[src/rtl/core/pdtas_pkg.sv]
`timescale 1ns / 1ps
`default_nettype none
package pdtas_pkg;

  // Field codes that mean "unset".
  localparam logic [4:0] YEAR_UNSET   = 5'h1F;
  localparam logic [3:0] MONTH_UNSET  = 4'hF;
  localparam logic [5:0] DAY_UNSET    = 6'h3F;
  localparam logic [4:0] HOUR_UNSET   = 5'h1F;
  localparam logic [5:0] MINUTE_UNSET = 6'h3F;

  // Days from 1970-01-01 to 2000-01-01.
  localparam logic [15:0] DAYS_TO_2000 = 16'd10957;
  // Bias in seconds, a whole number of days, that keeps the shifted time count non-negative.
  localparam logic [34:0] BIAS_SECS    = 35'd2147558400;
  // Days from 0000-03-01 to the biased day zero (719468 minus the bias).
  localparam logic [19:0] EPOCH_SHIFT  = 20'd694612;
  // Offset that turns a biased day count into a Sunday-based weekday.
  localparam logic [19:0] WDAY_SHIFT   = 20'd5;
  localparam logic [19:0] ERA_DAYS     = 20'd146097;

  // Reciprocals for exact division by small constants on 20-bit values.
  localparam logic [31:0] M_DIV7    = 32'((64'd1 << 32) / 7);
  localparam logic [31:0] M_DIV60   = 32'((64'd1 << 32) / 60);
  localparam logic [31:0] M_DIV100  = 32'((64'd1 << 32) / 100);
  localparam logic [31:0] M_DIV153  = 32'((64'd1 << 32) / 153);
  localparam logic [31:0] M_DIV365  = 32'((64'd1 << 32) / 365);
  localparam logic [31:0] M_DIV1460 = 32'((64'd1 << 32) / 1460);
  // x / 675 for x below 2**26, taken as (x * M) >> 36.
  localparam logic [26:0] M_DIV675  = 27'((64'd1 << 36) / 675);

  // Quotient x / d, with m the floor of 2**32 / d. The estimate is low by
  // at most one, and a single remainder check fixes it.
  function automatic logic [19:0] cdiv(input logic [19:0] x, input logic [19:0] d,
                                       input logic [31:0] m);
    logic [51:0] p;
    logic [19:0] q;
    logic [39:0] qd;
    logic [20:0] r;
    p  = 52'(x) * 52'(m);
    q  = p[51:32];
    qd = 40'(q) * 40'(d);
    r  = 21'(x) - qd[20:0];
    if (r >= 21'(d)) begin
      q = q + 20'd1;
    end
    return q;
  endfunction

  // Days before the first of a zero-based month in a common year.
  function automatic logic [8:0] month_start(input logic [3:0] m0);
    logic [8:0] v;
    case (m0)
      4'd0:    v = 9'd0;
      4'd1:    v = 9'd31;
      4'd2:    v = 9'd59;
      4'd3:    v = 9'd90;
      4'd4:    v = 9'd120;
      4'd5:    v = 9'd151;
      4'd6:    v = 9'd181;
      4'd7:    v = 9'd212;
      4'd8:    v = 9'd243;
      4'd9:    v = 9'd273;
      4'd10:   v = 9'd304;
      default: v = 9'd334;
    endcase
    return v;
  endfunction

  // Days before each month of a March-based year.
  function automatic logic [8:0] mar_start(input logic [3:0] mp);
    logic [8:0] v;
    case (mp)
      4'd0:    v = 9'd0;
      4'd1:    v = 9'd31;
      4'd2:    v = 9'd61;
      4'd3:    v = 9'd92;
      4'd4:    v = 9'd122;
      4'd5:    v = 9'd153;
      4'd6:    v = 9'd184;
      4'd7:    v = 9'd214;
      4'd8:    v = 9'd245;
      4'd9:    v = 9'd275;
      4'd10:   v = 9'd306;
      default: v = 9'd337;
    endcase
    return v;
  endfunction

endpackage
`default_nettype wire

[src/rtl/core/packed_date_time_add_seconds_core.sv]
`timescale 1ns / 1ps
`default_nettype none
// Channel   Ports                                        Dir  Notes
// in        in_valid in_ready in_time_word in_delta_seconds  in   date word and signed offset
// out       out_valid out_ready out_result_word          out  moved date word
//
// Ten register stages; an item enters every cycle while the output side keeps
// up. The depth is set by the chain of constant divisions (seconds to days,
// days to civil date). rst_n clears only the stage valid bits. A stall at the
// output holds the last stage, and earlier stages keep filling any empty slot
// behind it.
module packed_date_time_add_seconds_core (
  input  wire               clk,
  input  wire               rst_n,
  input  wire               in_valid,
  output logic              in_ready,
  input  wire        [31:0] in_time_word,
  input  wire signed [31:0] in_delta_seconds,
  output logic              out_valid,
  input  wire               out_ready,
  output logic       [31:0] out_result_word
);

  logic [10:1] v_r;
  logic [10:1] en;

  always_comb begin
    en[10] = !v_r[10] || out_ready;
    for (int k = 9; k >= 1; k--) begin
      en[k] = !v_r[k] || en[k+1];
    end
  end

  assign in_ready  = en[1];
  assign out_valid = v_r[10];

  always_ff @(posedge clk) begin
    if (!rst_n) begin
      v_r <= '0;
    end else begin
      if (en[1]) begin
        v_r[1] <= in_valid;
      end
      for (int k = 2; k <= 10; k++) begin
        if (en[k]) begin
          v_r[k] <= v_r[k-1];
        end
      end
    end
  end

  // ---------------- stage 1: base day count and seconds of day
  logic [4:0]  yf;
  logic [3:0]  mf;
  logic [5:0]  df;
  logic [4:0]  hf;
  logic [5:0]  nf;
  logic [4:0]  yo;
  logic [3:0]  m0;
  logic        leap;
  logic [15:0] days1_nxt;
  logic [16:0] sod1_nxt;
  logic [15:0] days1_r;
  logic [16:0] sod1_r;
  logic signed [31:0] delta1_r;
  logic [1:0]  flags1_r;

  always_comb begin
    yf = in_time_word[28:24];
    mf = in_time_word[23:20];
    df = in_time_word[19:14];
    hf = in_time_word[10:6];
    nf = in_time_word[5:0];
    if (mf >= 4'd12) begin
      yo = yf + 5'd1;
      m0 = mf - 4'd12;
    end else begin
      yo = yf;
      m0 = mf;
    end
    leap = (yo[1:0] == 2'd0);
    days1_nxt = pdtas_pkg::DAYS_TO_2000 + 16'(yo) * 16'd365 + 16'((6'(yo) + 6'd3) >> 2)
              + 16'(pdtas_pkg::month_start(m0)) + 16'(leap && m0 >= 4'd2) + 16'(df);
    sod1_nxt = '0;
    if (hf != pdtas_pkg::HOUR_UNSET) begin
      sod1_nxt = 17'(hf) * 17'd3600;
      if (nf != pdtas_pkg::MINUTE_UNSET) begin
        sod1_nxt = sod1_nxt + 17'(nf) * 17'd60;
      end
    end
    if (yf == pdtas_pkg::YEAR_UNSET || mf == pdtas_pkg::MONTH_UNSET ||
        df == pdtas_pkg::DAY_UNSET) begin
      days1_nxt = '0;
      sod1_nxt  = '0;
    end
  end

  always_ff @(posedge clk) begin
    if (en[1]) begin
      days1_r  <= days1_nxt;
      sod1_r   <= sod1_nxt;
      delta1_r <= in_delta_seconds;
      flags1_r <= in_time_word[30:29];
    end
  end

  // ---------------- stage 2: biased second count
  logic [34:0] u2_nxt;
  logic [32:0] u2_r;
  logic [1:0]  flags2_r;

  assign u2_nxt = 35'(days1_r) * 35'd86400 + 35'(sod1_r) + 35'(delta1_r)
                + pdtas_pkg::BIAS_SECS;

  always_ff @(posedge clk) begin
    if (en[2]) begin
      u2_r     <= u2_nxt[32:0];
      flags2_r <= flags1_r;
    end
  end

  // ---------------- stage 3: day estimate (86400 = 128 * 675)
  logic [52:0] p3;
  logic [16:0] q3_r;
  logic [25:0] x3_r;
  logic [6:0]  lo3_r;
  logic [1:0]  flags3_r;

  assign p3 = 53'(u2_r[32:7]) * 53'(pdtas_pkg::M_DIV675);

  always_ff @(posedge clk) begin
    if (en[3]) begin
      q3_r     <= p3[52:36];
      x3_r     <= u2_r[32:7];
      lo3_r    <= u2_r[6:0];
      flags3_r <= flags2_r;
    end
  end

  // ---------------- stage 4: exact day and second of day
  logic [26:0] r4;
  logic [16:0] q4_nxt;
  logic [9:0]  r4_fix;
  logic [16:0] q4_r;
  logic [16:0] sod4_r;
  logic [1:0]  flags4_r;

  always_comb begin
    r4 = 27'(x3_r) - 27'(q3_r) * 27'd675;
    if (r4 >= 27'd675) begin
      q4_nxt = q3_r + 17'd1;
      r4_fix = 10'(r4 - 27'd675);
    end else begin
      q4_nxt = q3_r;
      r4_fix = r4[9:0];
    end
  end

  always_ff @(posedge clk) begin
    if (en[4]) begin
      q4_r     <= q4_nxt;
      sod4_r   <= {r4_fix, lo3_r};
      flags4_r <= flags3_r;
    end
  end

  // ---------------- stage 5: era, day of era, minutes, weekday
  logic [19:0] zz5;
  logic [2:0]  era5_nxt;
  logic [19:0] doe5_full;
  logic [19:0] mt5;
  logic [19:0] wx5;
  logic [19:0] wq5;
  logic [19:0] wr5;
  logic [2:0]  era5_r;
  logic [17:0] doe5_r;
  logic [10:0] mt5_r;
  logic [2:0]  wd5_r;
  logic [1:0]  flags5_r;

  always_comb begin
    zz5 = 20'(q4_r) + pdtas_pkg::EPOCH_SHIFT;
    era5_nxt = 3'(zz5 >= pdtas_pkg::ERA_DAYS) + 3'(zz5 >= 20'd292194)
             + 3'(zz5 >= 20'd438291) + 3'(zz5 >= 20'd584388) + 3'(zz5 >= 20'd730485);
    doe5_full = zz5 - 20'(era5_nxt) * pdtas_pkg::ERA_DAYS;
    mt5 = pdtas_pkg::cdiv(20'(sod4_r), 20'd60, pdtas_pkg::M_DIV60);
    wx5 = 20'(q4_r) + pdtas_pkg::WDAY_SHIFT;
    wq5 = pdtas_pkg::cdiv(wx5, 20'd7, pdtas_pkg::M_DIV7);
    wr5 = wx5 - 20'(wq5 * 20'd7);
  end

  always_ff @(posedge clk) begin
    if (en[5]) begin
      era5_r   <= era5_nxt;
      doe5_r   <= doe5_full[17:0];
      mt5_r    <= mt5[10:0];
      wd5_r    <= wr5[2:0];
      flags5_r <= flags4_r;
    end
  end

  // ---------------- stage 6: year-of-era numerator, hour and minute
  logic [19:0] c1460;
  logic [2:0]  c36524;
  logic [17:0] yn6_nxt;
  logic [19:0] hr6;
  logic [10:0] mn6;
  logic [17:0] yn6_r;
  logic [2:0]  era6_r;
  logic [17:0] doe6_r;
  logic [4:0]  hr6_r;
  logic [5:0]  mn6_r;
  logic [2:0]  wd6_r;
  logic [1:0]  flags6_r;

  always_comb begin
    c1460  = pdtas_pkg::cdiv(20'(doe5_r), 20'd1460, pdtas_pkg::M_DIV1460);
    c36524 = 3'(doe5_r >= 18'd36524) + 3'(doe5_r >= 18'd73048)
           + 3'(doe5_r >= 18'd109572) + 3'(doe5_r >= 18'd146096);
    yn6_nxt = doe5_r - 18'(c1460) + 18'(c36524) - 18'(doe5_r == 18'd146096);
    hr6 = pdtas_pkg::cdiv(20'(mt5_r), 20'd60, pdtas_pkg::M_DIV60);
    mn6 = mt5_r - 11'(hr6 * 20'd60);
  end

  always_ff @(posedge clk) begin
    if (en[6]) begin
      yn6_r    <= yn6_nxt;
      era6_r   <= era5_r;
      doe6_r   <= doe5_r;
      hr6_r    <= hr6[4:0];
      mn6_r    <= mn6[5:0];
      wd6_r    <= wd5_r;
      flags6_r <= flags5_r;
    end
  end

  // ---------------- stage 7: year of era
  logic [19:0] yoe7;
  logic [8:0]  yoe7_r;
  logic [2:0]  era7_r;
  logic [17:0] doe7_r;
  logic [4:0]  hr7_r;
  logic [5:0]  mn7_r;
  logic [2:0]  wd7_r;
  logic [1:0]  flags7_r;

  assign yoe7 = pdtas_pkg::cdiv(20'(yn6_r), 20'd365, pdtas_pkg::M_DIV365);

  always_ff @(posedge clk) begin
    if (en[7]) begin
      yoe7_r   <= yoe7[8:0];
      era7_r   <= era6_r;
      doe7_r   <= doe6_r;
      hr7_r    <= hr6_r;
      mn7_r    <= mn6_r;
      wd7_r    <= wd6_r;
      flags7_r <= flags6_r;
    end
  end

  // ---------------- stage 8: day of year (March based)
  logic [19:0] c100;
  logic [17:0] ys8;
  logic [17:0] doy8;
  logic [8:0]  doy8_r;
  logic [8:0]  yoe8_r;
  logic [2:0]  era8_r;
  logic [4:0]  hr8_r;
  logic [5:0]  mn8_r;
  logic [2:0]  wd8_r;
  logic [1:0]  flags8_r;

  always_comb begin
    c100 = pdtas_pkg::cdiv(20'(yoe7_r), 20'd100, pdtas_pkg::M_DIV100);
    ys8  = 18'(yoe7_r) * 18'd365 + 18'(yoe7_r >> 2) - 18'(c100);
    doy8 = doe7_r - ys8;
  end

  always_ff @(posedge clk) begin
    if (en[8]) begin
      doy8_r   <= doy8[8:0];
      yoe8_r   <= yoe7_r;
      era8_r   <= era7_r;
      hr8_r    <= hr7_r;
      mn8_r    <= mn7_r;
      wd8_r    <= wd7_r;
      flags8_r <= flags7_r;
    end
  end

  // ---------------- stage 9: March-based month
  logic [19:0] mp9;
  logic [3:0]  mp9_r;
  logic [8:0]  doy9_r;
  logic [8:0]  yoe9_r;
  logic [2:0]  era9_r;
  logic [4:0]  hr9_r;
  logic [5:0]  mn9_r;
  logic [2:0]  wd9_r;
  logic [1:0]  flags9_r;

  assign mp9 = pdtas_pkg::cdiv(20'(doy8_r) * 20'd5 + 20'd2, 20'd153, pdtas_pkg::M_DIV153);

  always_ff @(posedge clk) begin
    if (en[9]) begin
      mp9_r    <= mp9[3:0];
      doy9_r   <= doy8_r;
      yoe9_r   <= yoe8_r;
      era9_r   <= era8_r;
      hr9_r    <= hr8_r;
      mn9_r    <= mn8_r;
      wd9_r    <= wd8_r;
      flags9_r <= flags8_r;
    end
  end

  // ---------------- stage 10: civil date and packing
  logic [8:0]  dd10;
  logic [3:0]  mon10;
  logic [11:0] yr10;
  logic signed [12:0] yv10;
  logic [31:0] res10_nxt;
  logic [31:0] res10_r;

  always_comb begin
    dd10 = doy9_r - pdtas_pkg::mar_start(mp9_r);
    // Zero-based month: March-based month 0 is March.
    mon10 = (mp9_r < 4'd10) ? mp9_r + 4'd2 : mp9_r - 4'd10;
    yr10 = 12'(yoe9_r) + 12'(era9_r) * 12'd400 + 12'(mp9_r >= 4'd10);
    yv10 = $signed({1'b0, yr10}) - 13'sd2000;
    if (yv10 >= 13'sd100) begin
      yv10 = yv10 - 13'sd100;
    end
    res10_nxt = {1'b0, flags9_r, yv10[4:0], mon10, dd10[5:0], wd9_r, hr9_r, mn9_r};
  end

  always_ff @(posedge clk) begin
    if (en[10]) begin
      res10_r <= res10_nxt;
    end
  end

  assign out_result_word = res10_r;

`ifndef SYNTHESIS
  a_wday_ok: assert property (@(posedge clk) disable iff (!rst_n)
    out_valid |-> out_result_word[13:11] != 3'd7)
    else $error("weekday out of range");
  a_month_ok: assert property (@(posedge clk) disable iff (!rst_n)
    out_valid |-> out_result_word[23:20] < 4'd12)
    else $error("month out of range");
  a_time_ok: assert property (@(posedge clk) disable iff (!rst_n)
    out_valid |-> (out_result_word[10:6] < 5'd24 && out_result_word[5:0] < 6'd60))
    else $error("hour or minute out of range");
  a_stall_hold: assert property (@(posedge clk) disable iff (!rst_n)
    (v_r[10] && !out_ready) |-> !en[10])
    else $error("last stage not held during stall");
`endif

endmodule
`default_nettype wire
[config.mk]
export PLATFORM = sky130hd
export DESIGN_NAME = packed_date_time_add_seconds_core
export DESIGN_NICKNAME = d
export VERILOG_FILES = /design/src/rtl/core/pdtas_pkg.sv /design/src/rtl/core/packed_date_time_add_seconds_core.sv
export SDC_FILE = /design/constraint.sdc
export NUM_CORES = 2
export LEC_CHECK = 0
export ABC_AREA = 1
export BUFFER_PORTS_ARGS = -buffer_cell sky130_fd_sc_hd__buf_2
export CORE_AREA = 3 3 367 369
export DETAILED_ROUTE_END_ITERATION = 6
export DIE_AREA = 0 0 370 372
export GPL_TIMING_DRIVEN = 0
export MAX_ROUTING_LAYER = met4
export PLACE_DENSITY = 0.77
export SKIP_LAST_GASP = 1
export SLEW_MARGIN = 40
export SYNTH_ARGS = -nofsm -noshare
export SYNTH_HDL_FRONTEND = slang
export SYNTH_SLANG_ARGS = --single-unit
[constraint.sdc]
create_clock -name clk -period 21 [get_ports clk]
set_clock_uncertainty 0.05 [all_clocks]
set_input_delay 4.2 -clock clk [delete_from_list [all_inputs] [get_ports clk]]
set_output_delay 4.2 -clock clk [all_outputs]
set_load 0.01 [all_outputs]
==> summary.txt <==
Timing
  – Slew Viols, Final: 0
  – Setup TNS: 0 ps
  – Period utilization: 78.7%
  – Slack of the critical path: 4470 ps
  – Worst-Margin Slew: 876 ps
  – Final hold vios: 0
  – Final-report setup violation count: 0
  – RSZ-0062 raised after global routing: false
  – Max Clk Rate: roughly 61 MHz
  – Tmin final: 16530 ps
  – Max-slew headroom: 41.6%

Cells and area
  – Area growth from synthesis to layout: 5.74%
  – Antenna cells: 0
  – Design Area, Final: 85000 sq um
  – Fin nets: 11800
  – Share of layout cells above drive strength 1: between 3 and 4%
  – Post-route core utilization: 64.6%

Placement
  – Routability cong.: 0.988
  – Post-Place Setup Slack: between 4000 and 5000 ps
  – Port-buffer cells: 96
  – DP HPWL: between 150 and 200 mm
  – DP Area: about 83000 sq um

CTS
  – Longest Clk Path Bufs: 3
  – CTS tree: yes
  – Clk Latency, worst-skew pair: around 630 ps
  – CTS buffer count: 49
  – Cts hold-fix bufs: 0
  – Gates resized, CTS repair: 0
  – H-Tree Depth: 2
  – Post CTS Setup Buffer Count: 0
  – Clk pin slew, worst setup/hold paths: 70 ps
  – # clock sinks: 430
  – Root Buffer: clkbuf_16

Synthesis
  – Register area share after synthesis: roughly 16%
  – Avg Cell Area, Syn: between 9 and 10 sq um
  – Mapped cell area: approximately 80000 sq um
  – Dominant cell type by area after synthesis: ha_1
  – Area contributors post-synth: ha_1 (28%), fa_1 (23%), edfxtp_1 (15%), inv_1 (10%), nand2_1 (5.0%)
  – Yosys cell types: 70
  – Register bit total from synthesis: between 400 and 500
  – Top-area cell type share of the netlist area: between 20 and 30%
  – YS warnings: 0
  – Post-synth top flop: edfxtp_1
  – Post-synth EDFFs: 414
  – Ys async rst share: 0%
  – Post-Synthesis Cells: slightly below 9000

Floorplanning
  – I/O pins: 102
  – Initial Util: 61.1%
  – Die area: about 140000 sq um
  – Die Ht: 372 um
  – Die width: 370 um
  – Core area: 131000 sq um
  – # rows: 133

Run
  – Max Cap Viol: 0

Critical path
  – Crit path arrival time: around 17000 ps
  – Bufs and invs on worst path: 12
  – Crit-path slowest cell: edfxtp_1
  – Crit Path Class: reg2reg
  – Slowest stage delay, CP: around 860 ps
  – Kind of start point of the critical path: flop
  – Top delay family on crit path: adder cells
  – Crit path required time: ~21000 ps
  – CP Max Fanout: 11
  – CP endpoint kind: flop

Drt
  – Via Count: 59000
  – ANT nets after route: 0
  – Routed len/inst: 17.1 um
  – Vias/cell: 5.48
  – Initial DRC Count: 3502
  – Remaining DRCs: 0
  – Router iterations before antenna repair: 6
  – WL final: 184 mm

Global routing
  – Largest net degree at the start of global routing: 50
  – Vias in the first global route: 61200
  – First-pass GRT wire length: 303 mm
  – GRT Total Usage: 28.1%
  – Grt total ovfl: 0
  – Antenna violations before repair: 0

Min path
  – Worst Hold Class: reg2reg

Outcome
  – Status: finished clean
[cell type report]
| type | count | area (sq um) |
|---|---|---|
| multi-input combinational | 6196 | 59400 |
| fill | 10700 | 46500 |
| sequential | 430 | 12800 |
| inverter | 2184 | 8210 |
| tap | 1755 | 2200 |
| clock buffer | 59 | 1290 |
| timing repair buffer | 108 | 637 |
| clock inverter | 32 | 389 |
| buffer | 16 | 98.8 |
[cell usage after synthesis, drive strengths merged, types with 17 or more instances]
cell type,count
o21a,20
xor2,296
o21bai,35
a21oi,521
fa,926
ha,1801
o21ai,276
nor4,22
or2,31
edfxtp,414
nand4,79
nor2,380
nand2,1082
nand3,257
a21o,45
a31oi,50
xnor2,118
inv,2183
nand3b,31
a211oi,25
nor3,83
o221ai,17
[per-layer routing]
layer	global-route usage, %	up-vias	wire length (um)
met5	-	-	0
met2	49.4	1341	93000
met1	34.2	28500	76500
li1	-	28800	-
met4	9.05	0	6950
met3	2.39	372	7510
[per-stage QoR]
step	std cells	hold WS, ps
floorplan	8826	350
global placement	10700	351
detailed placement	10700	355
CTS	10800	363
global route	10800	369
finish	10800	364
[worst register-to-register path: cells and delay by family (launching register included)]
family          cells  cell delay, ps
compound gates     18            3320
buf+inv            12            1250
flops               1             860
xor+xnor            5            1320
fa+ha+maj          17            7540
simple gates       17            2020
[registers in the layout (all words and copies together), names as in the netlist, 7 cells and up, named ones only]
| name | flops |
|---|---|
| doe6_r | 9 |
| sod1_r | 15 |
| out_result_word | 31 |
| yoe7_r | 9 |
| lo3_r | 7 |
| sod4_r | 17 |
| x3_r | 26 |
| yoe9_r | 9 |
| delta1_r | 32 |
| v_r | 10 |
| doy8_r | 9 |
| days1_r | 16 |
| mt5_r | 11 |
| yn6_r | 18 |
| q3_r | 17 |
| doe5_r | 18 |
| q4_r | 17 |
| yoe8_r | 9 |
| u2_r | 33 |
| doe7_r | 9 |
[cells in the final DEF (no fill, tap or decap), types with 9 or more instances in the layout]
cell       Yosys  routed
ha_1        1801    1801
a21o_1        45      45
nand4_1       79      79
xnor2_1      118     116
o21a_1        20      20
edfxtp_1     414     414
inv_1       2173    2171
clkbuf_16      0      49
clkbuf_1       6      13
nand3b_1      30      30
or2_2         31      31
a211oi_1      25      25
o31ai_1       13      13
o21ai_1       20      22
o211ai_1      15      15
nand3_1      249     249
fa_1         926     926
o21bai_1      35      35
o21ai_0      251     249
buf_6          3      12
nor2_1       374     374
nor4_1        20      20
a21boi_0       9       9
nand2_2       19      19
dfxtp_1       16      16
nand2_1     1061    1060
a31oi_1       49      49
o221ai_1      17      17
nor3_1        83      83
xor2_1       296     290
buf_2          4     100
a21oi_1      518     518
[final timing paths]
path | from | end | slack, ps | depth (start not counted)
hold / removal | yoe8_r[8] | yoe9_r[8] | 360 | 0
setup / recovery | doe5_r[5] | yn6_r[16] | 4470 | 69
hold reg to reg | yoe8_r[8] | yoe9_r[8] | 360 | 0
setup reg to reg | doe5_r[5] | yn6_r[16] | 4470 | 69
[cells by family after synthesis]
family                   synth area share [%]
AO/OA/AOI/OAI                            7.60
XOR/XNOR                                 4.51
adder cells (fa/ha/maj)                  51.1
buffers and inverters                    10.3
flip-flops                               15.9
multiplexers                           0.0140
other                                 0.00934
AND/OR/NAND/NOR                          10.6
Power is not shown: default switching activity piles up to over one toggle a cycle in this logic, so the estimate is an artifact.
